**src/hw/rtl/float_to_int8_quantizer_unit_assert.svh**
```systemverilog
// Assertion macros for the float to int8 quantizer.
`ifndef FLOAT_TO_INT8_QUANTIZER_UNIT_ASSERT_SVH
`define FLOAT_TO_INT8_QUANTIZER_UNIT_ASSERT_SVH

`ifndef SYNTHESIS
// When the condition holds in a cycle, the consequence holds in that same cycle.
`define F2I8Q_ASSERT_IMPLY(lbl, clk, rstn, ante, cons) \
    lbl: assert property (@(posedge clk) disable iff (!rstn) (ante) |-> (cons)) \
        else $error("quantizer check failed");
// When the condition holds in a cycle, the consequence holds in the next cycle.
`define F2I8Q_ASSERT_NEXT(lbl, clk, rstn, ante, cons) \
    lbl: assert property (@(posedge clk) disable iff (!rstn) (ante) |=> (cons)) \
        else $error("quantizer check failed");
`else
`define F2I8Q_ASSERT_IMPLY(lbl, clk, rstn, ante, cons)
`define F2I8Q_ASSERT_NEXT(lbl, clk, rstn, ante, cons)
`endif

`endif

```
**src/hw/rtl/f2i8q_pkg.sv**
```systemverilog
// Shared types, constants and floating-point helper functions for the quantizer.
`timescale 1ns / 1ps

package f2i8q_pkg;

    typedef struct packed {
        logic [31:0] value_bits;
        logic [31:0] scale_bits;
    } sample_t;

    typedef struct packed {
        logic signed [7:0] code;
        logic              invalid;
    } result_t;

    // Unpacked single-precision value: value = mant * 2^(exp - 23).
    // The mantissa is normalised except for subnormals, which keep exp = -126 (exp = -1 for half input).
    typedef struct packed {
        logic              sign;
        logic              nan;
        logic              inf;
        logic              zero;
        logic signed [9:0] exp;
        logic [23:0]       mant;
    } fp_t;

    typedef struct packed {
        logic              round_mode;
        logic [6:0]        upper_bound;
        logic signed [7:0] lower_bound;
        logic              input_is_half;
    } cfg_t;

    typedef enum logic [1:0] {
        REG_ROUND_MODE    = 2'd0,
        REG_UPPER_BOUND   = 2'd1,
        REG_LOWER_BOUND   = 2'd2,
        REG_INPUT_IS_HALF = 2'd3
    } cfg_reg_t;

    localparam logic              RST_ROUND_MODE    = 1'b1;
    localparam logic [6:0]        RST_UPPER_BOUND   = 7'd127;
    localparam logic signed [7:0] RST_LOWER_BOUND   = -8'sd127;
    localparam logic              RST_INPUT_IS_HALF = 1'b0;

    localparam int DIV_STAGES  = 7;
    localparam int FMUL_STAGES = 3;

    localparam logic [23:0] MANT_ONE   = 24'h800000;
    localparam logic [7:0]  CODE_LIMIT = 8'd200;

    function automatic logic [4:0] lzc24(input logic [23:0] x);
        logic [4:0] lz;
        lz = 5'd24;
        for (int i = 0; i < 24; i++) begin
            if (x[i]) begin
                lz = 5'(23 - i);
            end
        end
        return lz;
    endfunction

    function automatic logic [5:0] lzc48(input logic [47:0] x);
        logic [5:0] lz;
        lz = 6'd48;
        for (int i = 0; i < 48; i++) begin
            if (x[i]) begin
                lz = 6'(47 - i);
            end
        end
        return lz;
    endfunction

    // Rounds a normalised significand (top bit at bit 47, weight 2^e_top) to single
    // precision, nearest with ties to even, including subnormal results and overflow.
    function automatic fp_t round48(input logic sign, input logic [47:0] w,
                                    input logic signed [10:0] e_top, input logic sticky_in);
        fp_t                r;
        logic [47:0]        ws;
        logic               st;
        logic               up;
        logic [24:0]        sum;
        logic signed [10:0] dd;
        logic [5:0]         d;
        r      = '0;
        r.sign = sign;
        ws     = w;
        st     = 1'b0;
        up     = 1'b0;
        sum    = '0;
        dd     = '0;
        d      = '0;
        if (e_top > 11'sd127) begin
            r.inf = 1'b1;
        end else if (e_top >= -11'sd126) begin
            st  = (|w[22:0]) | sticky_in;
            up  = w[23] & (st | w[24]);
            sum = {1'b0, w[47:24]} + 25'(up);
            if (sum[24]) begin
                r.mant = MANT_ONE;
                if (e_top == 11'sd127) begin
                    r.inf = 1'b1;
                end else begin
                    r.exp = 10'(e_top + 11'sd1);
                end
            end else begin
                r.mant = sum[23:0];
                r.exp  = 10'(e_top);
            end
        end else begin
            dd  = -11'sd126 - e_top;
            d   = (dd > 11'sd26) ? 6'd26 : 6'(dd);
            ws  = w >> d;
            st  = sticky_in | ((w & ((48'd1 << d) - 48'd1)) != 48'd0) | (|ws[22:0]);
            up  = ws[23] & (st | ws[24]);
            sum = {1'b0, ws[47:24]} + 25'(up);
            r.mant = sum[23:0];
            r.exp  = -10'sd126;
            r.zero = (sum == 25'd0);
        end
        return r;
    endfunction

endpackage

```
**src/hw/rtl/f2i8q_toint.sv**
```systemverilog
// Rounds the scaled product to an integer and clamps it into the code range.
`timescale 1ns / 1ps

module f2i8q_toint (
    input  logic               clk,
    input  logic               rst_n,
    input  logic               en,
    input  f2i8q_pkg::cfg_t    cfg,
    input  logic               q_valid,
    input  f2i8q_pkg::fp_t     q,
    output logic               result_valid,
    output f2i8q_pkg::result_t result
);
    import f2i8q_pkg::*;

    logic              rnd_valid_reg;
    logic              inv_reg;
    logic              inv_next;
    logic signed [8:0] val_reg;
    logic signed [8:0] val_next;
    logic              result_valid_reg;
    result_t           result_reg;
    result_t           result_next;
    logic [7:0]        mag;
    logic [3:0]        sh;
    logic [31:0]       y;
    logic              up;
    logic signed [8:0] hi;
    logic signed [8:0] lo;
    logic signed [8:0] c1;
    logic signed [8:0] c2;

    // Fixed point with 24 fraction bits; magnitudes are limited to 200 first.
    always_comb
    begin
        inv_next = q.nan;
        sh       = 4'(q.exp + 10'sd1);
        y        = {8'd0, q.mant} << sh;
        up       = y[23] & ((|y[22:0]) | cfg.round_mode | y[24]);
        mag      = 8'd0;
        if (q.nan || q.zero) begin
            mag = 8'd0;
        end else if (q.inf || (q.exp >= 10'sd8)) begin
            mag = CODE_LIMIT;
        end else if (q.exp < -10'sd1) begin
            mag = 8'd0;
        end else if (y[31:24] >= CODE_LIMIT) begin
            mag = CODE_LIMIT;
        end else begin
            mag = y[31:24] + 8'(up);
        end
        val_next = q.sign ? -$signed({1'b0, mag}) : $signed({1'b0, mag});
    end

    // The lower clamp is applied last, so it wins if the bounds cross.
    always_comb
    begin
        hi = $signed({2'b00, cfg.upper_bound});
        lo = {cfg.lower_bound[7], cfg.lower_bound};
        c1 = (val_reg > hi) ? hi : val_reg;
        c2 = (c1 < lo) ? lo : c1;
        result_next.invalid = inv_reg;
        result_next.code    = inv_reg ? 8'sd0 : c2[7:0];
    end

    always_ff @(posedge clk or negedge rst_n)
    begin
        if (!rst_n) begin
            rnd_valid_reg    <= 1'b0;
            result_valid_reg <= 1'b0;
        end else if (en) begin
            rnd_valid_reg    <= q_valid;
            result_valid_reg <= rnd_valid_reg;
        end
    end

    always_ff @(posedge clk)
    begin
        if (en) begin
            inv_reg    <= inv_next;
            val_reg    <= val_next;
            result_reg <= result_next;
        end
    end

    assign result_valid = result_valid_reg;
    assign result       = result_reg;

endmodule

```
**config.mk**
```make
export PLATFORM = sky130hd
export DESIGN_NAME = f2i8q_toint
export DESIGN_NICKNAME = d
export VERILOG_FILES = /design/src/hw/rtl/float_to_int8_quantizer_unit_assert.svh /design/src/hw/rtl/f2i8q_pkg.sv /design/src/hw/rtl/f2i8q_toint.sv
export SDC_FILE = /design/constraint.sdc
export NUM_CORES = 1
export LEC_CHECK = 0
export ABC_AREA = 1
export BUFFER_PORTS_ARGS = -buffer_cell sky130_fd_sc_hd__clkbuf_2
export CORE_MARGIN = 2
export CORE_UTILIZATION = 29
export DETAILED_ROUTE_END_ITERATION = 16
export PLACE_DENSITY = 0.54
export SETUP_SLACK_MARGIN = 0.5
export SLEW_MARGIN = 20
export SYNTH_ARGS = -nofsm -noshare
export SYNTH_HDL_FRONTEND = slang
export SYNTH_SLANG_ARGS = --single-unit
```
**constraint.sdc**
```tcl
create_clock -name clk -period 6.6 [get_ports clk]
set_input_delay 0.33 -clock clk [delete_from_list [all_inputs] [get_ports clk]]
set_output_delay 0.33 -clock clk [all_outputs]
set_load 0.005 [all_outputs]
```
==> results of run 1 <==
## final cells by class
| class | instances | area (um^2) |
|---|---|---|
| repair buffers | 69 | 353 |
| well taps | 133 | 166 |
| fillers | 1114 | 6350 |
| flip-flops and latches | 21 | 621 |
| multi-input cells | 378 | 1930 |
| inverters | 56 | 215 |
| clock buffers | 4 | 45.0 |
## metal layers
metal | wire length, um | global-route usage (%)
met4 | 47 | 2.32
met2 | 3260 | 23.1
met3 | 215 | 1.51
met5 | 0 | 0
met1 | 3270 | 15.7
## critical path, delay by kind of cell, from the launching register on
| kind | cells | cell delay [ns] |
|---|---|---|
| and+or+nand+nor | 11 | 0.89 |
| AOI/OAI and AO/OA | 4 | 0.76 |
| adders and majority gates | 2 | 0.62 |
| xor gates and xnor gates | 1 | 0.54 |
| DFF | 1 | 0.41 |
| buffers and inverters | 2 | 0.22 |
## power by group through the flow
stage	sequential [mW]	combinational, mW	clock (mW)
finish	0.169	0.247	0.0863
global route	0.171	0.287	0.0936
CTS	0.170	0.250	0.0898
detailed placement	0.173	0.247	0
global placement	0.172	0.244	0
floorplan	0.172	0.186	0
## cell usage in the layout (no fill, tap or decap), drive strengths merged
cell type	n
nand2	180
nand3	76
clkbuf	71
inv	56
nor2	44
o21ai	21
ha	19
edfxtp	19
a21oi	16
nand4	5
xnor2	3
nor3	2
dfrtp	2
nand3b	2
xor2	2
nor4	1
a211oi	1
and2	1
mux2i	1
a31oi	1
and3	1
o22ai	1
o21bai	1
dlygate4sd3	1
buf	1
## metrics by stage
stage	hold WS, ns	total power [mW]	setup slack (ns)
after detailed placement	0.125	0.420	2.71
after global placement	0.118	0.416	2.81
after global routing	0.260	0.551	2.47
final	0.258	0.503	2.91
after CTS	0.252	0.509	2.90
after floorplan	0.0344	0.358	3.38
## final timing paths
kind	slack, ns	depth (start not counted)	startpoint	endpoint
min in group asynchronous	0.39	2	rst_n	rnd_valid_reg
worst min-delay path	0.26	1	q[36]	inv_reg
max in group asynchronous	6.11	2	rst_n	result_valid
worst min register to register	0.45	0	inv_reg	result[0]
worst max-delay path	2.91	20	val_reg[4]	result[7]
worst max register to register	2.91	20	val_reg[4]	result[7]
## logic make-up (layout without fill, tap and decap cells)
logic type	count (synthesis)	after routing	share of synthesized area (%)
compound gates	41	41	8.05
flops	21	21	21.6
simple gates	312	312	48.8
mux	1	1	0.348
xor+xnor	5	5	1.78
buf+inv	70	129	11.2
fa+ha+maj	19	19	8.27
## timing repair
item                      CTS  global route
gates resized for setup     0             0
hold endpoints to repair    2             0
hold buffers                1             0
setup buffers               0             0
==> results.tsv, run 1 <==
stage	metric	value	unit
yosys	synth-edff-count	19	
placement	gp_congestion	0.862	
timing	rsz0062_at_grt	false	
power	combPwrFrac	49.2	%
finish	drive_gt1_share	19.3	%
yosys	seq_area_frac_synth	21.6	%
placement	hpwl	5580	um
power	p_leak	1.85	nW
setup_path	cp_slowest_cell	xor2_2	
yosys	ys_top_cells_by_count	nand2_1, nand3_1, inv_1	
die	core-area	9680	um^2
timing	finalCriticalPeriod	3.69	ns
drt	postRouteAntennaNets	0	
yosys	synth-seq-cells	21	
drt	dr.pass1.iters	4	
yosys	synth_top_area_share	22.3	%
timing	slew_headroom	55.4	%
die	die_area	10700	um^2
power	pwr-share-clk	17.2	%
setup_path	crit_type	flop to flop	
drt	drt-wirelength-per-cell	10.3	um
timing	hold_viol	0	
power	power_density	151	nW/um^2
yosys	synth_nets	547	
finish	final_core_util	34.4	%
setup_path	required	6.62	ns
outcome	status	completed	
drt	detailedRoute.firstIterationViolations	84	
placement	dp.cells	656	
finish	finalNetCount	607	
timing	setup-violations-final	0	
placement	port_buffers	67	
drt	vias	3023	
finish	final_cells	661	
setup_path	cp_slowest_stage_delay	0.54	ns
timing	fmax	271	MHz
die	io_pins	69	
power	p_seq_share	33.7	%
global_route	grt_first_pass_wirelength	11600	um
yosys	syn_area	2880	um^2
finish	area_growth	15.9	%
global_route	overflow	0	
setup_path	critPathLaunchType	flop	
die	initial_core_util	29.7	%
timing	finalMaxSlewViolations	0	
setup_path	crit_top_cell	nand2_1	
finish	diodes	0	
run	drv_cap	0	
power	swShare	41.0	%
finish	final_area	3330	um^2
clock_network	cts-htree-levels	1	
timing	setup_tns	0	ns
setup_path	worstPathMaxFanout	16	
clock_network	numCtsBuffers	3	
clock_network	cts_tree	built	
yosys	ys.flop_type	edfxtp_1	
clock_network	clock_sinks	21	
timing	min_period_over_period	55.9	%
global_route	grt.total_usage	12.5	%
timing	fin_skew	0.000865	ns
power	peakVddDrop	0.0000636	V
power	switching_power	206	uW
placement	place_area	3280	um^2
yosys	yosysTopAreaCell	nand2_1	
yosys	synth_cell_type_count	38	
timing	tightestPinTransition	0.669	ns
yosys	async_flop_share	9.52	%
min_path	hp-class	primary input to flop	
yosys	yosys-top-cells-area	nand2_1, edfxtp_1, nand3_1, ha_1, inv_1	
die	die_w	104	um
clock_network	clk_pin_slew	0.08	ns
die	die_y	104	um
die	num_rows	36	
clock_network	clockBufferDepth	2	
yosys	synth_most_common_cell	nand2_1	
drt	via_per_inst	4.57	
drt	drcViolationCount	0	
drt	drt_wl_total	6790	um
yosys	ys_warn_count	0	
power	p_int	297	uW
setup_path	crit_arrival	3.71	ns
clock_network	clock_latency	0.26	ns
global_route	grt_pass1_vias	2738	
yosys	syn_avg_cell_area	6.13	um^2
global_route	grt_max_degree	28	
global_route	antenna_found_initial	0	
setup_path	cp_cell_sequence	ha_1 > nand2_1 > o21ai_0 > nand2_1 > nand3_1 > nand2_1 > nor2_1 > inv_1 > o21ai_0 > ha_1 > nand2_1 > inv_1 > o21ai_0 > nand2_1 > a21oi_1 > nand2_1 > xor2_2 > nand2_1 > nand2_1 > nor2_1	
setup_path	crit_path_end_kind	flop	
clock_network	cts_root_buffer	clkbuf_8	
yosys	synthCells	469	
No activity file was read; power rests on OpenSTA's default activity.
==> run 2: changes to the inputs <==
Clock period 6.6 ns to 3.5 ns, I/O delays scaled along.
==> run 2 against run 1 <==
Compared with the run above: cell area grew 5.4%; critical path type unchanged; critical endpoint is now result[6]; largest power group unchanged; clock skew rose by 0.0025 ns; routed wire length grew 2.0%; fmax increased by 20%.
==> results.tsv, run 2 (same netlist as run 1, synthesis figures left out) <==
stage	metric	value	unit
outcome	status	completed	
finish	nFillCells	1086	
setup_path	critPathLaunchType	flop	
drt	vias	3066	
setup_path	crit_path_end_kind	flop	
placement	port_buffers	67	
finish	drive_gt1_share	24.5	%
setup_path	reg2reg_to	result[6]	
finish	layout_common_cells	nand2_1, nand3_1, clkbuf_2	
timing	fin_ws	0.439	ns
power	finalPower	1.01	mW
clock_network	numCtsBuffers	3	
power	pwr-share-clk	16.3	%
finish	final_common_cell	nand2_1	
setup_path	required	3.52	ns
placement	gp_congestion	0.858	
global_route	grt.total_usage	12.6	%
placement	hpwl	5620	um
timing	fin_skew	0.00335	ns
finish	finalNetCount	614	
die	die_y	104	um
placement	dp.cells	658	
timing	tightestPinTransition	0.549	ns
power	power_density	287	nW/um^2
run	drv_cap	0	
die	die_w	104	um
die	core-area	9680	um^2
power	p_seq_share	31.7	%
drt	drt_wl_total	6920	um
setup_path	r2r_cells	22	
finish	area_growth	22.2	%
clock_network	clock_sinks	21	
power	p_int	590	uW
global_route	use_met3	1.13	%
clock_network	cts_tree	built	
finish	diodes	0	
timing	slew_headroom	63.4	%
setup_path	crit_type	flop to flop	
timing	finalMaxSlewViolations	0	
setup_path	r2r_slack	0.44	ns
clock_network	cts-htree-levels	1	
finish	multiInputGateArea	2040	um^2
timing	setup_tns	0	ns
drt	drt-wirelength-per-cell	10.4	um
placement	dp_slack	0.332	ns
global_route	overflow	0	
global_route	grt_max_degree	24	
setup_path	crit_start	val_reg[2]	
setup_path	worstPathMaxFanout	13	
power	p_leak	1.90	nW
min_path	hp-class	primary input to flop	
power	switching_power	419	uW
drt	via_per_inst	4.59	
drt	postRouteAntennaNets	0	
timing	finalCriticalPeriod	3.06	ns
clock_network	clock_latency	0.26	ns
global_route	met1_usage	16.4	%
die	io_pins	69	
drt	dr.pass1.iters	4	
clock_network	cts_root_buffer	clkbuf_8	
finish	final_core_util	36.3	%
drt	drcViolationCount	0	
die	die_area	10700	um^2
global_route	grt_first_pass_wirelength	11900	um
setup_path	reg2reg_from	val_reg[2]	
power	combPwrFrac	52.0	%
global_route	grt.busiest_layer	met2	
timing	fmax	327	MHz
global_route	grt_util_met2	23.2	%
power	swShare	41.5	%
finish	regArea	621	um^2
clock_network	clk_pin_slew	0.08	ns
finish	final_cells	668	
power	peakVddDrop	0.000139	V
timing	hold_viol	0	
setup_path	crit_end	result[6]	
die	initial_core_util	29.7	%
timing	min_period_over_period	87.5	%
timing	setup-violations-final	0	
drt	detailedRoute.firstIterationViolations	111	
die	num_rows	36	
global_route	grt_pass1_vias	2816	
timing	rsz0062_at_grt	true	
setup_path	crit_arrival	3.08	ns
global_route	antenna_found_initial	0	
clock_network	clockBufferDepth	2	
## run 2: cell types whose count changed in the layout (fill, tap and decap cells not counted), moves of 3 or more
cell     before  now
o21ai_0      14    6
nand2_1     171  167
nand2_2       6   10
nor2_4        1    4
o21ai_1       7   11
ha_1         19   15
o21ai_2       0    4
ha_4          0    3
buf_4         1    6
## run 2: repair_timing
action                     CTS  global route
pin swaps                    4             9
setup endpoints to repair    8            13
hold endpoints to repair     2             0
gates resized for setup     14            21
cloned                       1             1
buffers inserted             1             2
hold buffers                 1             0
## run 2: per-layer routing
metal / vias to the layer above / share of wire, %
met3: 4 / 2.7
met4: 0 / 0.52
met2: 48 / 49
met5: - / 0
met1: 1358 / 47
li1: 1656 / -
## run 2: power groups by stage
| stage | registers [mW] | clock network [mW] | logic [mW] |
|---|---|---|---|
| after floorplan | 0.325 | 0 | 0.363 |
| after global placement | 0.324 | 0 | 0.471 |
| after detailed placement | 0.325 | 0 | 0.477 |
| after CTS | 0.319 | 0.167 | 0.505 |
| after global routing | 0.322 | 0.178 | 0.605 |
| final | 0.320 | 0.165 | 0.525 |
## run 2: worst max-delay path: stages (launching register included)
cell      delay (ns)
edfxtp_1        0.44
ha_4            0.30
nand2_1         0.08
nor2_1          0.11
nand3b_1        0.10
nand3_1         0.10
nand2_2         0.07
nor2_4          0.15
inv_6           0.07
nand2_1         0.06
inv_1           0.05
ha_1            0.26
nand2_1         0.06
inv_2           0.06
nand3_2         0.07
nor3_2          0.17
o21ai_1         0.08
nand2_1         0.11
xor2_2          0.18
buf_6           0.15
nand2_1         0.05
nand2_1         0.05
nor2_1          0.04
## run 2: worst min path at each step
stage	startpoint	to	slack, ns	cells past startpoint
finish	q[36]	inv_reg	0.11	1
global route	q[36]	inv_reg	0.11	1
CTS	q[36]	inv_reg	0.10	1
detailed placement	rst_n	result_valid	-0.03	1
global placement	rst_n	result_valid	-0.04	1
floorplan	rst_n	result_valid	-0.12	0
## run 2: cell type report
| type | count | share of cell area (%) |
|---|---|---|
| flip-flops and latches | 21 | 17.7 |
| multi-input cells | 378 | 58.1 |
| well taps | 133 | 4.73 |
| repair inverters | 1 | 0.178 |
| clock inverters | 1 | 0.142 |
| clock buffers | 3 | 1.17 |
| repair buffers | 75 | 11.5 |
| inverters | 56 | 6.48 |
## run 2: metrics by stage
| step | area (um^2) | hold slack, ns |
|---|---|---|
| after floorplan | 2900 | -0.121 |
| after CTS | 3420 | 0.103 |
| after detailed placement | 3300 | -0.0314 |
| final | 3510 | 0.105 |
| after global placement | 3300 | -0.0390 |
| after global routing | 3510 | 0.109 |
